[config.mk]
export PLATFORM = sky130hd
export DESIGN_NAME = rgb_status_led_animator
export DESIGN_NICKNAME = d
export VERILOG_FILES = /design/src/hdl/rsla_pkg.sv /design/src/hdl/rsla_anim.sv /design/src/hdl/rsla_duty.sv /design/src/hdl/rgb_status_led_animator.sv
export SDC_FILE = /design/constraint.sdc
export NUM_CORES = 1
export LEC_CHECK = 0
export ABC_AREA = 1
export BUFFER_PORTS_ARGS = -buffer_cell sky130_fd_sc_hd__buf_2
export CORE_AREA = 2 2 108 110
export CTS_CLUSTER_SIZE = 12
export DETAILED_ROUTE_END_ITERATION = 10
export DIE_AREA = 0 0 110 112
export SETUP_SLACK_MARGIN = 0.1
export SLEW_MARGIN = 20
export SYNTH_ARGS = -nofsm -noshare
export SYNTH_HDL_FRONTEND = slang
export SYNTH_SLANG_ARGS = --single-unit
[constraint.sdc]
create_clock -name clock -period 6.25 [get_ports clock]
set_clock_uncertainty 0.05 [all_clocks]
set_input_delay 0 -clock clock [delete_from_list [all_inputs] [get_ports clock]]
set_output_delay 0 -clock clock [all_outputs]
set_load 0.05 [all_outputs]
[src/hdl/rsla_pkg.sv]
// Shared types and codes for the RGB status LED animator.
// No dependencies.
`timescale 1ns / 1ps
`default_nettype none

package rsla_pkg;

   localparam int LEVEL_W  = 8;
   localparam int DUTY_W   = 7;
   localparam int COLOR_W  = 3;
   localparam int KIND_W   = 3;
   localparam int HOLD_W   = 5;

   localparam logic CMD_TICK   = 1'b0;
   localparam logic CMD_UPDATE = 1'b1;

   localparam logic [KIND_W-1:0] NOTE_OK         = 3'd0;
   localparam logic [KIND_W-1:0] NOTE_INFO       = 3'd1;
   localparam logic [KIND_W-1:0] NOTE_WARNING    = 3'd2;
   localparam logic [KIND_W-1:0] NOTE_PANIC      = 3'd3;
   localparam logic [KIND_W-1:0] NOTE_IDLE       = 3'd4;
   localparam logic [KIND_W-1:0] NOTE_LAST_VALID = 3'd6;

   localparam logic [KIND_W-1:0] ANIM_NONE       = 3'd0;
   localparam logic [KIND_W-1:0] ANIM_SLOW_FADE  = 3'd1;
   localparam logic [KIND_W-1:0] ANIM_FAST_FADE  = 3'd2;
   localparam logic [KIND_W-1:0] ANIM_SLOW_BLINK = 3'd3;
   localparam logic [KIND_W-1:0] ANIM_FAST_BLINK = 3'd4;
   localparam logic [KIND_W-1:0] ANIM_LAST_VALID = 3'd4;

   localparam logic [LEVEL_W-1:0] LEVEL_TOP       = 8'd255;
   localparam logic [LEVEL_W-1:0] STEP_SLOW_FADE  = 8'd5;
   localparam logic [LEVEL_W-1:0] STEP_FAST_FADE  = 8'd20;
   localparam logic [LEVEL_W-1:0] STEP_BLINK      = 8'd255;

   localparam logic [HOLD_W-1:0] HOLD_FADE        = 5'd1;
   localparam logic [HOLD_W-1:0] HOLD_SLOW_RISE   = 5'd10;
   localparam logic [HOLD_W-1:0] HOLD_SLOW_FALL   = 5'd20;
   localparam logic [HOLD_W-1:0] HOLD_FAST_RISE   = 5'd2;
   localparam logic [HOLD_W-1:0] HOLD_FAST_FALL   = 5'd4;

   // bit 0 red, bit 1 green, bit 2 blue
   localparam logic [COLOR_W-1:0] MASK_NONE   = 3'b000;
   localparam logic [COLOR_W-1:0] MASK_RED    = 3'b001;
   localparam logic [COLOR_W-1:0] MASK_GREEN  = 3'b010;
   localparam logic [COLOR_W-1:0] MASK_BLUE   = 3'b100;
   localparam logic [COLOR_W-1:0] MASK_YELLOW = 3'b011;
   localparam logic [COLOR_W-1:0] IDLE_FIRST  = 3'd2;

   typedef struct packed {
      logic [LEVEL_W-1:0] level;
      logic [COLOR_W-1:0] mask;
   } disp_type;

endpackage

`default_nettype wire

[src/hdl/rsla_anim.sv]
// Animation state: notification, mode, level, phase, hold counter, idle color.
// Depends on rsla_pkg.
`timescale 1ns / 1ps
`default_nettype none

module rsla_anim
   import rsla_pkg::*;
(
   input  wire logic              clock,
   input  wire logic              reset,
   input  wire logic              fire,
   input  wire logic              cmd,
   input  wire logic [KIND_W-1:0] note,
   input  wire logic [KIND_W-1:0] anim,
   output disp_type               disp,
   output logic                   status
);

   logic [KIND_W-1:0]  cur_note_ff, cur_note_in;
   logic [KIND_W-1:0]  cur_anim_ff, cur_anim_in;
   logic [LEVEL_W-1:0] level_ff, level_in;
   logic               falling_ff, falling_in;
   logic [HOLD_W-1:0]  hold_ff, hold_in;
   logic [COLOR_W-1:0] idle_ff, idle_in;

   logic [LEVEL_W-1:0] step;
   logic [HOLD_W-1:0]  hold_lim;
   logic [HOLD_W-1:0]  hold_inc;
   logic [LEVEL_W:0]   sum;
   logic [COLOR_W-1:0] idle_end;

   function automatic logic [LEVEL_W-1:0] anim_step(input logic [KIND_W-1:0] a);
      logic [LEVEL_W-1:0] s;
      case (a)
         ANIM_SLOW_FADE:  s = STEP_SLOW_FADE;
         ANIM_FAST_FADE:  s = STEP_FAST_FADE;
         ANIM_SLOW_BLINK: s = STEP_BLINK;
         ANIM_FAST_BLINK: s = STEP_BLINK;
         default:         s = '0;
      endcase
      return s;
   endfunction

   function automatic logic [HOLD_W-1:0] anim_hold(input logic [KIND_W-1:0] a,
                                                   input logic f);
      logic [HOLD_W-1:0] h;
      case (a)
         ANIM_SLOW_BLINK: h = f ? HOLD_SLOW_FALL : HOLD_SLOW_RISE;
         ANIM_FAST_BLINK: h = f ? HOLD_FAST_FALL : HOLD_FAST_RISE;
         default:         h = HOLD_FADE;
      endcase
      return h;
   endfunction

   function automatic logic [COLOR_W-1:0] lit_mask(input logic [KIND_W-1:0] n,
                                                   input logic [COLOR_W-1:0] ic);
      logic [COLOR_W-1:0] m;
      case (n)
         NOTE_OK:      m = MASK_GREEN;
         NOTE_INFO:    m = MASK_BLUE;
         NOTE_WARNING: m = MASK_YELLOW;
         NOTE_PANIC:   m = MASK_RED;
         NOTE_IDLE:    m = ic;
         default:      m = MASK_NONE;
      endcase
      return m;
   endfunction

   function automatic logic [COLOR_W-1:0] start_color(input logic [KIND_W-1:0] n,
                                                      input logic [COLOR_W-1:0] ic);
      logic [COLOR_W-1:0] c;
      if (n == NOTE_IDLE) begin
         c = (ic == '0) ? IDLE_FIRST : ic;
      end else begin
         c = '0;
      end
      return c;
   endfunction

   always_comb begin
      cur_note_in = cur_note_ff;
      cur_anim_in = cur_anim_ff;
      level_in    = level_ff;
      falling_in  = falling_ff;
      hold_in     = hold_ff;
      idle_in     = idle_ff;
      disp.level  = level_ff;
      disp.mask   = lit_mask(cur_note_ff, idle_ff);
      status      = 1'b0;

      step     = anim_step(cur_anim_ff);
      hold_lim = anim_hold(cur_anim_ff, falling_ff);
      hold_inc = hold_ff + 5'd1;
      sum      = {1'b0, level_ff} + {1'b0, step};
      idle_end = (cur_note_ff == NOTE_IDLE) ? idle_ff + 3'd1 : idle_ff;

      if (cmd == CMD_TICK) begin
         if (hold_inc < hold_lim) begin
            hold_in = hold_inc;
         end else begin
            hold_in = '0;
            if (step != '0) begin
               if (!falling_ff) begin
                  if (sum >= {1'b0, LEVEL_TOP}) begin
                     level_in   = LEVEL_TOP;
                     falling_in = 1'b1;
                  end else begin
                     level_in = sum[LEVEL_W-1:0];
                  end
               end else if (level_ff < step) begin
                  idle_in    = start_color(cur_note_ff, idle_end);
                  level_in   = '0;
                  falling_in = 1'b0;
               end else begin
                  level_in = level_ff - step;
               end
            end
         end
      end else if (note > NOTE_LAST_VALID || anim > ANIM_LAST_VALID) begin
         status = 1'b1;
      end else begin
         cur_note_in = note;
         cur_anim_in = anim;
         idle_in     = start_color(note, idle_end);
         level_in    = '0;
         falling_in  = 1'b0;
         hold_in     = '0;
         disp.level  = '0;
         disp.mask   = lit_mask(note, idle_in);
      end
   end

   always_ff @(posedge clock) begin
      if (reset) begin
         cur_note_ff <= NOTE_OK;
         cur_anim_ff <= ANIM_SLOW_FADE;
         level_ff    <= '0;
         falling_ff  <= 1'b0;
         hold_ff     <= '0;
         idle_ff     <= '0;
      end else if (fire) begin
         cur_note_ff <= cur_note_in;
         cur_anim_ff <= cur_anim_in;
         level_ff    <= level_in;
         falling_ff  <= falling_in;
         hold_ff     <= hold_in;
         idle_ff     <= idle_in;
      end
   end

endmodule

`default_nettype wire

[src/hdl/rsla_duty.sv]
// Level to active-low PWM duty scaling for the three colors.
// Depends on rsla_pkg.
`timescale 1ns / 1ps
`default_nettype none

module rsla_duty
   import rsla_pkg::*;
#(
   parameter int DUTY_SCALE = 100
) (
   input  wire disp_type       disp,
   output logic [DUTY_W-1:0]   red_duty,
   output logic [DUTY_W-1:0]   green_duty,
   output logic [DUTY_W-1:0]   blue_duty
);

   localparam logic [LEVEL_W-1:0] SCALE = LEVEL_W'(DUTY_SCALE);

   logic [2*LEVEL_W-1:0] prod;
   logic [2*LEVEL_W:0]   quot_sum;
   logic [LEVEL_W-1:0]   quot;
   logic [LEVEL_W-1:0]   on_val;
   logic [DUTY_W-1:0]    on_duty;
   logic [DUTY_W-1:0]    off_duty;

   // x / 255 for x below 65535: (x + (x >> 8) + 1) >> 8
   always_comb begin
      prod     = disp.level * SCALE;
      quot_sum = {1'b0, prod} + {{(LEVEL_W+1){1'b0}}, prod[2*LEVEL_W-1:LEVEL_W]}
                 + {{(2*LEVEL_W){1'b0}}, 1'b1};
      quot     = quot_sum[2*LEVEL_W-1:LEVEL_W];
      on_val   = SCALE - quot;
      on_duty  = on_val[DUTY_W-1:0];
      off_duty = SCALE[DUTY_W-1:0];

      red_duty   = disp.mask[0] ? on_duty : off_duty;
      green_duty = disp.mask[1] ? on_duty : off_duty;
      blue_duty  = disp.mask[2] ? on_duty : off_duty;
   end

endmodule

`default_nettype wire

[src/hdl/rgb_status_led_animator.sv]
// RGB status LED animator: input register, animation state, duty scaling, output register.
// An accepted request beat waits in the input register until the output can move.
// Throughput: one beat per cycle; the output register holds a stalled result
// and the input register keeps accepting as long as the output can move.
// Reset (synchronous, active high) empties both stages and restores the ok / slow fade state.
// Depends on rsla_pkg, rsla_anim and rsla_duty.
`timescale 1ns / 1ps
`default_nettype none

module rgb_status_led_animator
   import rsla_pkg::*;
#(
   parameter int DUTY_SCALE = 100
) (
   input  wire logic        clock,
   input  wire logic        reset,

   input  wire logic        req_tvalid,
   output logic             req_tready,
   input  wire logic [7:0]  req_tdata,   // [2:0] note_kind, [5:3] anim_kind, [7:6] zero
   input  wire logic        req_tuser,   // [0] command

   output logic             rsp_tvalid,
   input  wire logic        rsp_tready,
   output logic [23:0]      rsp_tdata,   // [6:0] red_duty, [13:7] green_duty,
                                         // [20:14] blue_duty, [23:21] zero
   output logic             rsp_tuser    // [0] status
);

   logic              in_valid_ff;
   logic              in_cmd_ff;
   logic [KIND_W-1:0] in_note_ff;
   logic [KIND_W-1:0] in_anim_ff;

   logic              out_valid_ff;
   logic [23:0]       out_data_ff, out_data_in;
   logic              out_user_ff, out_user_in;

   logic              flow;
   logic              fire;
   disp_type          disp;
   logic              status;
   logic [DUTY_W-1:0] red_duty, green_duty, blue_duty;

   assign flow       = !out_valid_ff || rsp_tready;
   assign fire       = in_valid_ff && flow;
   assign req_tready = !in_valid_ff || flow;

   always_ff @(posedge clock) begin
      if (reset) begin
         in_valid_ff <= 1'b0;
      end else if (req_tready) begin
         in_valid_ff <= req_tvalid;
      end
   end

   always_ff @(posedge clock) begin
      if (req_tvalid && req_tready) begin
         in_cmd_ff  <= req_tuser;
         in_note_ff <= req_tdata[2:0];
         in_anim_ff <= req_tdata[5:3];
      end
   end

   rsla_anim u_anim (
      .clock  (clock),
      .reset  (reset),
      .fire   (fire),
      .cmd    (in_cmd_ff),
      .note   (in_note_ff),
      .anim   (in_anim_ff),
      .disp   (disp),
      .status (status)
   );

   rsla_duty #(
      .DUTY_SCALE (DUTY_SCALE)
   ) u_duty (
      .disp       (disp),
      .red_duty   (red_duty),
      .green_duty (green_duty),
      .blue_duty  (blue_duty)
   );

   assign out_data_in = {3'b000, blue_duty, green_duty, red_duty};
   assign out_user_in = status;

   always_ff @(posedge clock) begin
      if (reset) begin
         out_valid_ff <= 1'b0;
      end else if (flow) begin
         out_valid_ff <= in_valid_ff;
      end
   end

   always_ff @(posedge clock) begin
      if (fire) begin
         out_data_ff <= out_data_in;
         out_user_ff <= out_user_in;
      end
   end

   assign rsp_tvalid = out_valid_ff;
   assign rsp_tdata  = out_data_ff;
   assign rsp_tuser  = out_user_ff;

endmodule

`default_nettype wire

Word-level counts from Yosys, hierarchy flattened
Cells that the tools add are included.
Word-level totals
  flip-flop bits (word level): 54
  input bits: 13
Operators by class
  add/subtract/negate cells: 7
  multiply operators: 1
  $lt $le $gt $ge: 5
  equal/unequal tests: 14
  mux-type cells: 36
  bitwise operators: 1
  reduce and logical (&&, ||, !) cells: 19
Operators with widths (count)
  8-bit two-way mux: 7
  3-bit two-way mux: 11
  3-bit one-hot mux with 5 select lines: 2
  8-bit one-hot mux with 3 select lines: 1
  11-bit two-way mux: 2
  5-bit two-way mux: 4
  3-bit by 2-bit equality test with 1-bit output (second input constant): 6
  15-bit by 1-bit adder with 15-bit output (second input constant): 1
  15-bit by 7-bit adder with 15-bit output: 1
  8-bit by 5-bit multiplier with 13-bit output (second input constant): 1
  5-bit one-hot mux with 2 select lines: 1
  8-bit by 8-bit adder with 9-bit output: 1
  3-bit by 1-bit equality test with 1-bit output (second input constant): 3
  3-bit equality test (second input constant): 3
  9-bit by 8-bit greater-or-equal comparator with 1-bit output (second input constant): 1
  3-bit zero test: 3
  8-bit less-than comparator: 1
  1-bit two-way mux: 8
  8-bit nonzero test: 1
  8-bit subtractor: 1
  7-bit subtractor (first input constant): 1
  3-bit greater-than comparator (second input constant): 2
  6-bit AND reduction: 1
  2-bit nonzero test: 3
  12 further kinds: 17

Longest topological paths before layout
Gate-level depths: netlist of the first run.
  word-level depth: 12
  depth in mapped cells: 39
  depth with buffers taken out: 38

By module
A second synthesis of the first run with hierarchy kept.
Second synthesis, totals
  cell total of the unflattened synthesis: 617
  area total of the unflattened synthesis: 4623.2 um^2
By module, submodules not included
  rsla_anim: times used 1, cells each 357, area each 2289.7 um^2
  rsla_duty: times used 1, cells each 215, area each 1345.0 um^2
  rgb_status_led_animator: times used 1, cells each 45, area each 988.4 um^2

Worst setup path before layout of the first run
Ideal clock, no wire load.
  path kind: register -> register
  start point: register in_note_ff[2]
  end point: register out_data_ff[13] (netlist: rsp_tdata[13]), data pin
  setup time: 261 ps
  data arrival time: 5031 ps
  slack: 908 ps
  cell stages (with the launch flop): 35
  path buffers: 1
  clock period less this slack: 5342 ps
  path through: edfxtp_1 -> nand2_1 -> inv_1 -> nand2_1 -> nand2_1 -> nor2_1 -> inv_1 -> clkbuf_1 -> nand2_1 -> inv_1 -> ha_1 -> ha_1 -> fa_1 -> ha_1 -> a21oi_2 -> nand2_1 -> nand4_1 -> o311ai_0 -> xnor2_1 -> inv_1 -> ha_1 -> a21oi_1 -> o21a_1 -> nand2_1 -> nand3_1 -> nand2_2 -> nand2_1 -> nand2_1 -> ha_1 -> inv_1 -> nand3_1 -> nand3_1 -> nand2_1 -> nand2_1 -> nand3_1
On the way
  word-level cells in the longest chain between the ends: 8
  elaborated cells on any way between the ends: 15
RTL lines
  start, declared: RTL line rgb_status_led_animator.sv:32  | logic [KIND_W-1:0] in_note_ff;
  start signal, assigned: RTL line rgb_status_led_animator.sv:60  | in_note_ff <= req_tdata[2:0];
  3-bit greater-than comparator: RTL line rsla_anim.sv:119  | end else if (note > NOTE_LAST_VALID || anim > ANIM_LAST_VALID) begin
  1-bit logical OR: RTL line rsla_anim.sv:119
  11-bit two-way mux (*): RTL line rsla_anim.sv:119
  11-bit two-way mux (*): RTL line rsla_anim.sv:97  | if (cmd == CMD_TICK) begin
  8-bit by 5-bit multiplier with 13-bit output: RTL line rsla_duty.sv:28  | prod = disp.level * SCALE;
  15-bit by 7-bit adder with 15-bit output: RTL line rsla_duty.sv:29  | quot_sum = {1'b0, prod} + {{(LEVEL_W+1){1'b0}}, prod[2*LEVEL_W-1:LEVEL_W]}
  15-bit by 1-bit adder with 15-bit output: RTL line rsla_duty.sv:30  | + {{(2*LEVEL_W){1'b0}}, 1'b1};
  7-bit subtractor: RTL line rsla_duty.sv:32  | on_val = SCALE - quot;
  end signal, assigned: RTL line rgb_status_led_animator.sv:98  | out_data_ff <= out_data_in;
  end, declared: RTL line rgb_status_led_animator.sv:36  | logic [23:0] out_data_ff, out_data_in;
Mark *: on every way between the ends. The rest lies on a longest branch, timed or not.
A chain may end at the register's enable or synchronous reset.

Final worst setup path of the first run
  start point: register in_anim_ff[0]
  end point: register out_data_ff[20] (netlist: rsp_tdata[20]), data pin
On the way
  word-level cells in the longest chain between the ends: 8
RTL lines
  start, declared: RTL line rgb_status_led_animator.sv:33  | logic [KIND_W-1:0] in_anim_ff;
  start signal, assigned: RTL line rgb_status_led_animator.sv:61  | in_anim_ff <= req_tdata[5:3];
  3-bit greater-than comparator (*): RTL line rsla_anim.sv:119
  1-bit logical OR (*): RTL line rsla_anim.sv:119
  11-bit two-way mux (*): RTL line rsla_anim.sv:119
  11-bit two-way mux (*): RTL line rsla_anim.sv:97
  8-bit by 5-bit multiplier with 13-bit output: RTL line rsla_duty.sv:28
  15-bit by 7-bit adder with 15-bit output: RTL line rsla_duty.sv:29
  15-bit by 1-bit adder with 15-bit output: RTL line rsla_duty.sv:30
  7-bit subtractor: RTL line rsla_duty.sv:32
Marks and branches as above.

==> metrics.md, run 1 <==
| Metric | Value |
|---|---|
| HPWL Detailed | `7220 um` |
| Worst skew pair latency | `290 ps` |
| Filler cells | `roughly 1100` |
| Routability Congestion | `0.879` |
| Yosys cell types | `40` |
| Initial antenna violation count | `0` |
| Iter 0 DRT Violations | `120` |
| Crit start category | `register` |
| Tcrit/Tclk final | `between 90% and 100%` |
| WHS | `35.4 ps` |
| Clk pwr share | `37.0%` |
| CP Max Fanout | `13` |
| Syn Area/Cell | `approximately 7.7 um2` |
| Synthesized instance count | `around 550` |
| Combinational Power Share | `between 10% and 20%` |
| CTS tree | `built` |
| DP Area | `about 4600 um2` |
| Final WL | `8840 um` |
| Antenna Nets Post-Route | `0` |
| Rows | `39` |
| Sequential share of power | `a little under half` |
| Crit path required time | `6240 ps` |
| Final setup vio count | `0` |
| CP Capture Type | `register` |
| Ratio of cells with drive above 1 in the final layout | `11.2%` |
| Die X | `110 um` |
| Post-DR wirelength/cell | `12.0 um` |
| Via count | `3557` |
| Compound-Gate Fraction of Synth Area | `11.5%` |
| Worst vdd ir | `110 uV` |
| Rel. slew slack | `40.8%` |
| Clock buffer depth | `2` |
| Power per standard cell area | `172 nW/um2` |
| Most frequent CP cell | `nand2_1` |
| Drt drc | `0` |
| Setup TNS | `0 ps` |
| Inst Count DP | `720` |
| Synth Area in Simple Gates | `23.2%` |
| GRT Total Usage | `between 15 and 20%` |
| Fraction of synthesized area in multiplexers | `0%` |
| Gr ovfl total | `0` |
| CTS Root Cell | `clkbuf_16` |
| Slew @ Worst Pin | `around 890 ps` |
| Leak | `between 2 and 2.5 nW` |
| Net Sw Power | `around 0.23 mW` |
| Die ar. | `12300 um2` |
| Critical setup path kind | `register to register` |
| RSZ-0062 raised after global routing | `false` |
| Synth warn | `0` |
| Post-route design area | `4860 um2` |
| Top-Level Pins | `40` |
| CTS buffer count | `5` |
| ANT cells | `0` |
| Nets | `between 600 and 700` |
| Clock sink count | `54` |
| Fin crit period | `around 5600 ps` |
| # port buffers | `34` |
| Reg2reg path depth | `31` |
| Slack of the critical path | `around 620 ps` |
| Area grow syn2layout | `14.2%` |
| P_int | `0.602 mW` |
| Pre-CTS WS | `370 ps` |
| Worst hold path type | `input port to register` |
| Syn Std Cell Area | `between 4000 and 5000 um2` |
| Seq/Total Area, Yosys | `~32%` |
| Fmax | `0.178 GHz` |
| Synth Area in Adders | `between 15 and 20%` |
| Largest family of logic cells by synthesized area | `simple AND/OR/NAND/NOR gates` |
| DRT Pass-1 Iters | `4` |
| Core area | `11200 um2` |
| Max Slew Vio Count | `0` |
| First-pass GRT wire length | `between 15000 and 20000 um` |
| Switching Fraction | `27.7%` |
| Status | `finished, final reports clean` |
| Clk slew on worst S/H paths | `80 ps` |
| H-tree depth | `2` |
| Largest net degree at the start of global routing | `24` |
| Max incr delay on CP | `550 ps` |
| Number of global-route vias before repair | `3470` |
| Critical-path top delay cell | `fa_1` |
| XOR/XNOR Fraction of Synth Area | `4.30%` |
| Via density | `4.81` |
| Critical Path AT | `5620 ps` |
| Final Instance Count excl. Fillers | `739` |
| Die height | `112 um` |
| Initial Util | `a little under two fifths` |
| Max-Cap Viols | `0` |
| Final hold viol count | `0` |
| Worst Hold Depth | `2` |
| Synth Register Bits | `54` |
==> worst paths after layout <==
kind | start | endpoint | slack, ps
worst max-delay path | in_anim_ff[0] | rsp_tdata[20] | 620
worst min-delay path | reset | u_anim.hold_ff[1] | 40
worst max register to register | in_anim_ff[0] | rsp_tdata[20] | 620
worst min register to register | in_anim_ff[0] | u_anim.cur_anim_ff[0] | 450
==> layout make-up <==
type                            instances  area, um2  share of cell area (%)
Multi-Input combinational cell        399       2520                    51.8
Sequential cell                        54       1370                    28.2
Inverter                               89        337                    6.93
Timing Repair Buffer                   46        285                    5.87
Tap cell                              143        179                    3.68
Clock buffer                            6        150                    3.09
Clock inverter                          2       17.5                   0.361
==> power groups by stage <==
stage	Sequential [mW]	Clock, mW	Combinational (mW)
2_1_floorplan	0.415	0	0.0846
3_3_place_gp	0.400	0	0.125
3_5_place_dp	0.401	0	0.127
4_1_cts	0.392	0.315	0.132
5_1_grt	0.394	0.332	0.150
6_report	0.392	0.309	0.133
==> worst max-delay path: cells and delay by family (launching register included) <==
kind | cells | cell delay, ps
AND/OR/NAND/NOR | 17 | 1780
flip-flops | 1 | 390
AO/OA/AOI/OAI | 3 | 550
XOR/XNOR | 1 | 300
adder cells (fa/ha/maj) | 6 | 2020
buffers and inverters | 4 | 300
==> sequential cells by signal (all words and copies together), names as in the netlist, 3 cells and up <==
signal	count
rsp_tdata	21
u_anim.level_ff	8
u_anim.idle_ff	3
u_anim.cur_anim_ff	3
in_anim_ff	3
in_note_ff	3
u_anim.hold_ff	5
u_anim.cur_note_ff	3
==> synthesized netlist by cell type, drive strengths merged <==
master   instances  area, um2
a21oi           43        219
conb             1       3.75
o21a             3       22.5
o311ai           1       8.76
fa               5        100
ha              58        726
o2111ai          2       17.5
a211oi           2       15.0
o21ai           24        120
and2             1       8.76
or2              3       18.8
clkbuf           6       23.8
xnor2            4       35.0
clkinv           1       3.75
buf              5       32.5
xor2            16        148
a31oi            2       12.5
dfxtp           25        500
nor2            48        188
edfxtp          29        871
a22oi            4       30.0
o22ai            2       12.5
o21bai           3       22.5
nand4           11       68.8
inv             88        330
a221oi           1       8.76
nand2          117        452
nor3             6       35.0
nand3           37        195
nand3b           3       22.5
==> routing by layer <==
layer / wire length (um) / global-route usage (%) / vias to the layer above
met5: 0 / 0 / -
met4: 60 / 2.45 / 0
met1: 4080 / 19.6 / 1597
met2: 4440 / 27.5 / 48
li1: - / - / 1905
met3: 254 / 2.11 / 7
==> kinds of logic after synthesis <==
logic type      Yosys count
simple gates            226
buf+inv                 100
other cells               1
flops                    54
xor+xnor                 20
fa+ha+maj                63
compound gates           87
==> through the flow <==
stage	total power, mW	utilization [%]
2_1_floorplan	0.499	-
6_report	0.833	43.5
3_3_place_gp	0.525	40.8
5_1_grt	0.875	43.5
4_1_cts	0.840	43.2
3_5_place_dp	0.527	40.8
==> what timing repair did <==
item                                   4_1_cts  5_1_grt
endpoints found under the hold margin        9        0
setup endpoints to repair                    0        9
hold buffers                                10        0
buffers inserted                             0        1
gates resized for setup                      0        7
==> cells in the final DEF, fill, tap and decap left out, drive strengths merged <==
cell and instances:
xnor2 4, dlygate4sd3 10, edfxtp 29, dfxtp 25, nand3 37, ha 58
o22ai 2, fa 5, a21oi 43, o21bai 3, o21a 3, nor2 48
clkinv 2, a31oi 2, conb 3, a22oi 4, inv 89, and2 1
clkbuf 6, o21ai 24, nand4 11, buf 36, o2111ai 2, a221oi 1
nand3b 3, a211oi 2, xor2 16, nand2 117, o311ai 1, nor3 6
or2 3
Power figures use the tool's default switching activity.
==> inputs of run 2 (changes only) <==
--- a/config.mk
+++ b/config.mk
@@ -5,12 +5,12 @@
 export SDC_FILE = /design/constraint.sdc
 export NUM_CORES = 1
 export LEC_CHECK = 0
-export ABC_AREA = 1
 export BUFFER_PORTS_ARGS = -buffer_cell sky130_fd_sc_hd__buf_2
-export CORE_AREA = 2 2 108 110
+export CORE_AREA = 2 2 107 109
+export CTS_CLUSTER_DIAMETER = 30
 export CTS_CLUSTER_SIZE = 12
 export DETAILED_ROUTE_END_ITERATION = 10
-export DIE_AREA = 0 0 110 112
+export DIE_AREA = 0 0 109 111
 export SETUP_SLACK_MARGIN = 0.1
 export SLEW_MARGIN = 20
 export SYNTH_ARGS = -nofsm -noshare
==> run 2 against run 1 <==
Clock power about the same. Routed wire length up 9.8%. Global-route usage grew 0.49 points. Critical path type unchanged. Largest cell class unchanged.
==> metrics.md, run 2 <==
| Metric | Value |
|---|---|
| Status | `finished, final reports clean` |
| Top cells by area, synth | `edfxtp_1, ha_1, dfxtp_1, a21oi_1, nand2_1` |
| Final Power | `0.836 mW` |
| Top cell type's share of synthesized area | `20.8%` |
| Tcrit/Tclk final | `93.2%` |
| Combinational Power Share | `between 15 and 20%` |
| CTS Root Cell | `clkbuf_16` |
| Worst vdd ir | `126 uV` |
| Fin crit period | `roughly 5800 ps` |
| H-tree depth | `2` |
| Post-DR wirelength/cell | `14.7 um` |
| Final hold viol count | `0` |
| Leading cell type in the layout, fill and taps excluded | `ha_1` |
| Clock buffer depth | `2` |
| Critical Path AT | `5810 ps` |
| Setup TNS | `0 ps` |
| Slack of the critical path | `426 ps` |
| Post-synth EDFFs | `29` |
| CTS tree | `built` |
| Die ar. | `12100 um2` |
| Reg area | `1370 um2` |
| CP endpoint | `rsp_tdata[6]` |
| Worst hold path type | `input port to register` |
| CP Capture Type | `register` |
| Inst Count DP | `about 640` |
| Slew @ Worst Pin | `935 ps` |
| Ys async rst share | `0%` |
| Commonest non-fill, non-tap cells in the layout | `ha_1, nand2_1, buf_2` |
| Largest net degree at the start of global routing | `25` |
| Synth warn | `0` |
| Max Slew Vio Count | `0` |
| Max reg flops | `21` |
| CP Max Fanout | `6` |
| Synth Register Bits | `between 50 and 60` |
| Worst skew pair latency | `290 ps` |
| Die height | `111 um` |
| R2r startpoint | `in_anim_ff[1]` |
| Reg2reg path depth | `25` |
| Yosys cell types | `65` |
| Via count | `3462` |
| Top-Level Pins | `40` |
| RSZ-0062 raised after global routing | `true` |
| HPWL Detailed | `7330 um` |
| Reg2Reg Setup Slack | `430 ps` |
| Synthesized instance count | `between 400 and 500` |
| Rows | `39` |
| Leak | `2.12 nW` |
| Final Instance Count excl. Fillers | `661` |
| Syn Area/Cell | `9.26 um2` |
| Rel. slew slack | `37.6%` |
| Number of global-route vias before repair | `3447` |
| Via density | `roughly 5.2` |
| Drt drc | `0` |
| DRT Pass-1 Iters | `5` |
| Initial antenna violation count | `0` |
| Net Sw Power | `0.224 mW` |
| Ratio of cells with drive above 1 in the final layout | `a little under a quarter` |
| Filler cells | `1023` |
| Switching Fraction | `26.8%` |
| Core area | `approximately 11000 um2` |
| Syn Std Cell Area | `between 4000 and 5000 um2` |
| Most frequent cell after synthesis | `ha_1` |
| Nets | `593` |
| Antenna Nets Post-Route | `0` |
| Clk slew on worst S/H paths | `around 80 ps` |
| Iter 0 DRT Violations | `127` |
| Area grow syn2layout | `24.7%` |
| Crit start category | `register` |
| Critical setup path kind | `register to register` |
| Final core occ | `47.1%` |
| Crit path required time | `6230 ps` |
| Die X | `109 um` |
| Pre-CTS WS | `-71.2 ps` |
| Initial Util | `between 30% and 40%` |
| Clock sink count | `54` |
| Final WL | `9710 um` |
| Sequential share of power | `between 40 and 50%` |
| P_int | `between 0.6 and 0.7 mW` |
| ANT cells | `0` |
| CTS buffer count | `5` |
| Gr ovfl total | `0` |
| # port buffers | `34` |
| Critical Path Start | `in_anim_ff[1]` |
| Worst r2r dst | `rsp_tdata[6]` |
| Multi-input gate area | `2940 um2` |
| Power per standard cell area | `160 nW/um2` |
| Fmax | `0.172 GHz` |
| First-pass GRT wire length | `15700 um` |
| Most used DFF post-synth | `edfxtp_1` |
| Max-Cap Viols | `0` |
| Yosys top cell by area | `edfxtp_1` |
| GRT Total Usage | `between 15 and 20%` |
| Routability Congestion | `around 0.83` |
| Most frequent cells after synthesis | `ha_1, nand2_1, nor2_1` |
| Final setup vio count | `0` |
| Seq/Total Area, Yosys | `32.8%` |
| Clk pwr share | `36.6%` |
## run 2: worst min path at each step
| stage | startpoint | to | slack, ps | cells after the start |
|---|---|---|---|---|
| global placement | req_tdata[1] | in_note_ff[1] | 130 | 1 |
| finish | reset | u_anim.hold_ff[0] | 50 | 2 |
| global route | reset | u_anim.hold_ff[3] | 60 | 2 |
| detailed placement | req_tdata[0] | in_note_ff[0] | 130 | 1 |
| CTS | reset | in_valid_ff | 50 | 2 |
| floorplan | req_tdata[3] | in_anim_ff[0] | 50 | 0 |
## run 2: timing repair
item / CTS / global route
setup buffers: 0 / 6
hold buffers: 9 / 0
pin swaps: 0 / 21
setup endpoints to repair: 6 / 9
resized for setup: 4 / 40
endpoints found under the hold margin: 9 / 0
## run 2: metal layers
metal	up-vias	routed length [um]	share of wire, %	global-route usage [%]
li1	1743	-	-	-
met1	1643	4240	44	19.0
met2	64	5020	52	29.2
met3	12	333	3.4	2.76
met4	0	116	1.2	2.99
met5	-	0	0	0
## run 2: area by class of cell
cell class	count	area share, %
clock buffer	6	2.88
clock inverter	2	0.336
inverter	32	2.30
multi-input combinational	357	56.3
sequential	54	26.3
tap	143	3.43
timing repair buffer	67	8.44
## run 2: power by group through the flow
| stage | registers [mW] | logic, mW | clock network (mW) |
|---|---|---|---|
| floorplan | 0.412 | 0.0761 | 0 |
| global placement | 0.399 | 0.122 | 0 |
| detailed placement | 0.399 | 0.124 | 0 |
| CTS | 0.391 | 0.130 | 0.313 |
| global route | 0.392 | 0.152 | 0.329 |
| finish | 0.391 | 0.138 | 0.306 |
## run 2: logic make-up (layout without fill, tap and decap cells)
| kind of cell | after synthesis | in the layout | synth area share, % |
|---|---|---|---|
| other | 1 | 3 | 0.0896 |
| AOI/OAI and AO/OA | 107 | 107 | 17.2 |
| DFF | 54 | 54 | 32.8 |
| xor gates and xnor gates | 24 | 24 | 5.38 |
| muxes | 3 | 3 | 0.718 |
| and+or+nand+nor | 156 | 156 | 19.7 |
| adders and majority gates | 64 | 64 | 20.0 |
| buffers and inverters | 43 | 107 | 4.13 |
## run 2: per-stage QoR
stage | cell area, um2 | hold WS, ps
finish | 5220 | 45.8
global route | 5220 | 61.8
CTS | 4900 | 46.8
detailed placement | 4630 | 130
global placement | 4630 | 128
floorplan | 4190 | 48.9
## run 2: worst max-delay path, cell delays in order (launching register included)
cell      delay [ps]
edfxtp_1         410
o21ai_2          230
nand3_4          130
and2_4           210
ha_4             270
ha_4             200
fa_1             500
ha_4             210
a211oi_4         250
nor2_2            80
o31ai_2          240
a21oi_1          110
xor2_1           200
ha_1             330
and4_1           170
o211ai_1          90
o21ai_2          250
o31ai_4          100
a21oi_2          210
nand2_1           90
xor2_1           160
ha_2             230
nand3_1           80
o21a_1           210
and3_4           180
or4_1            380
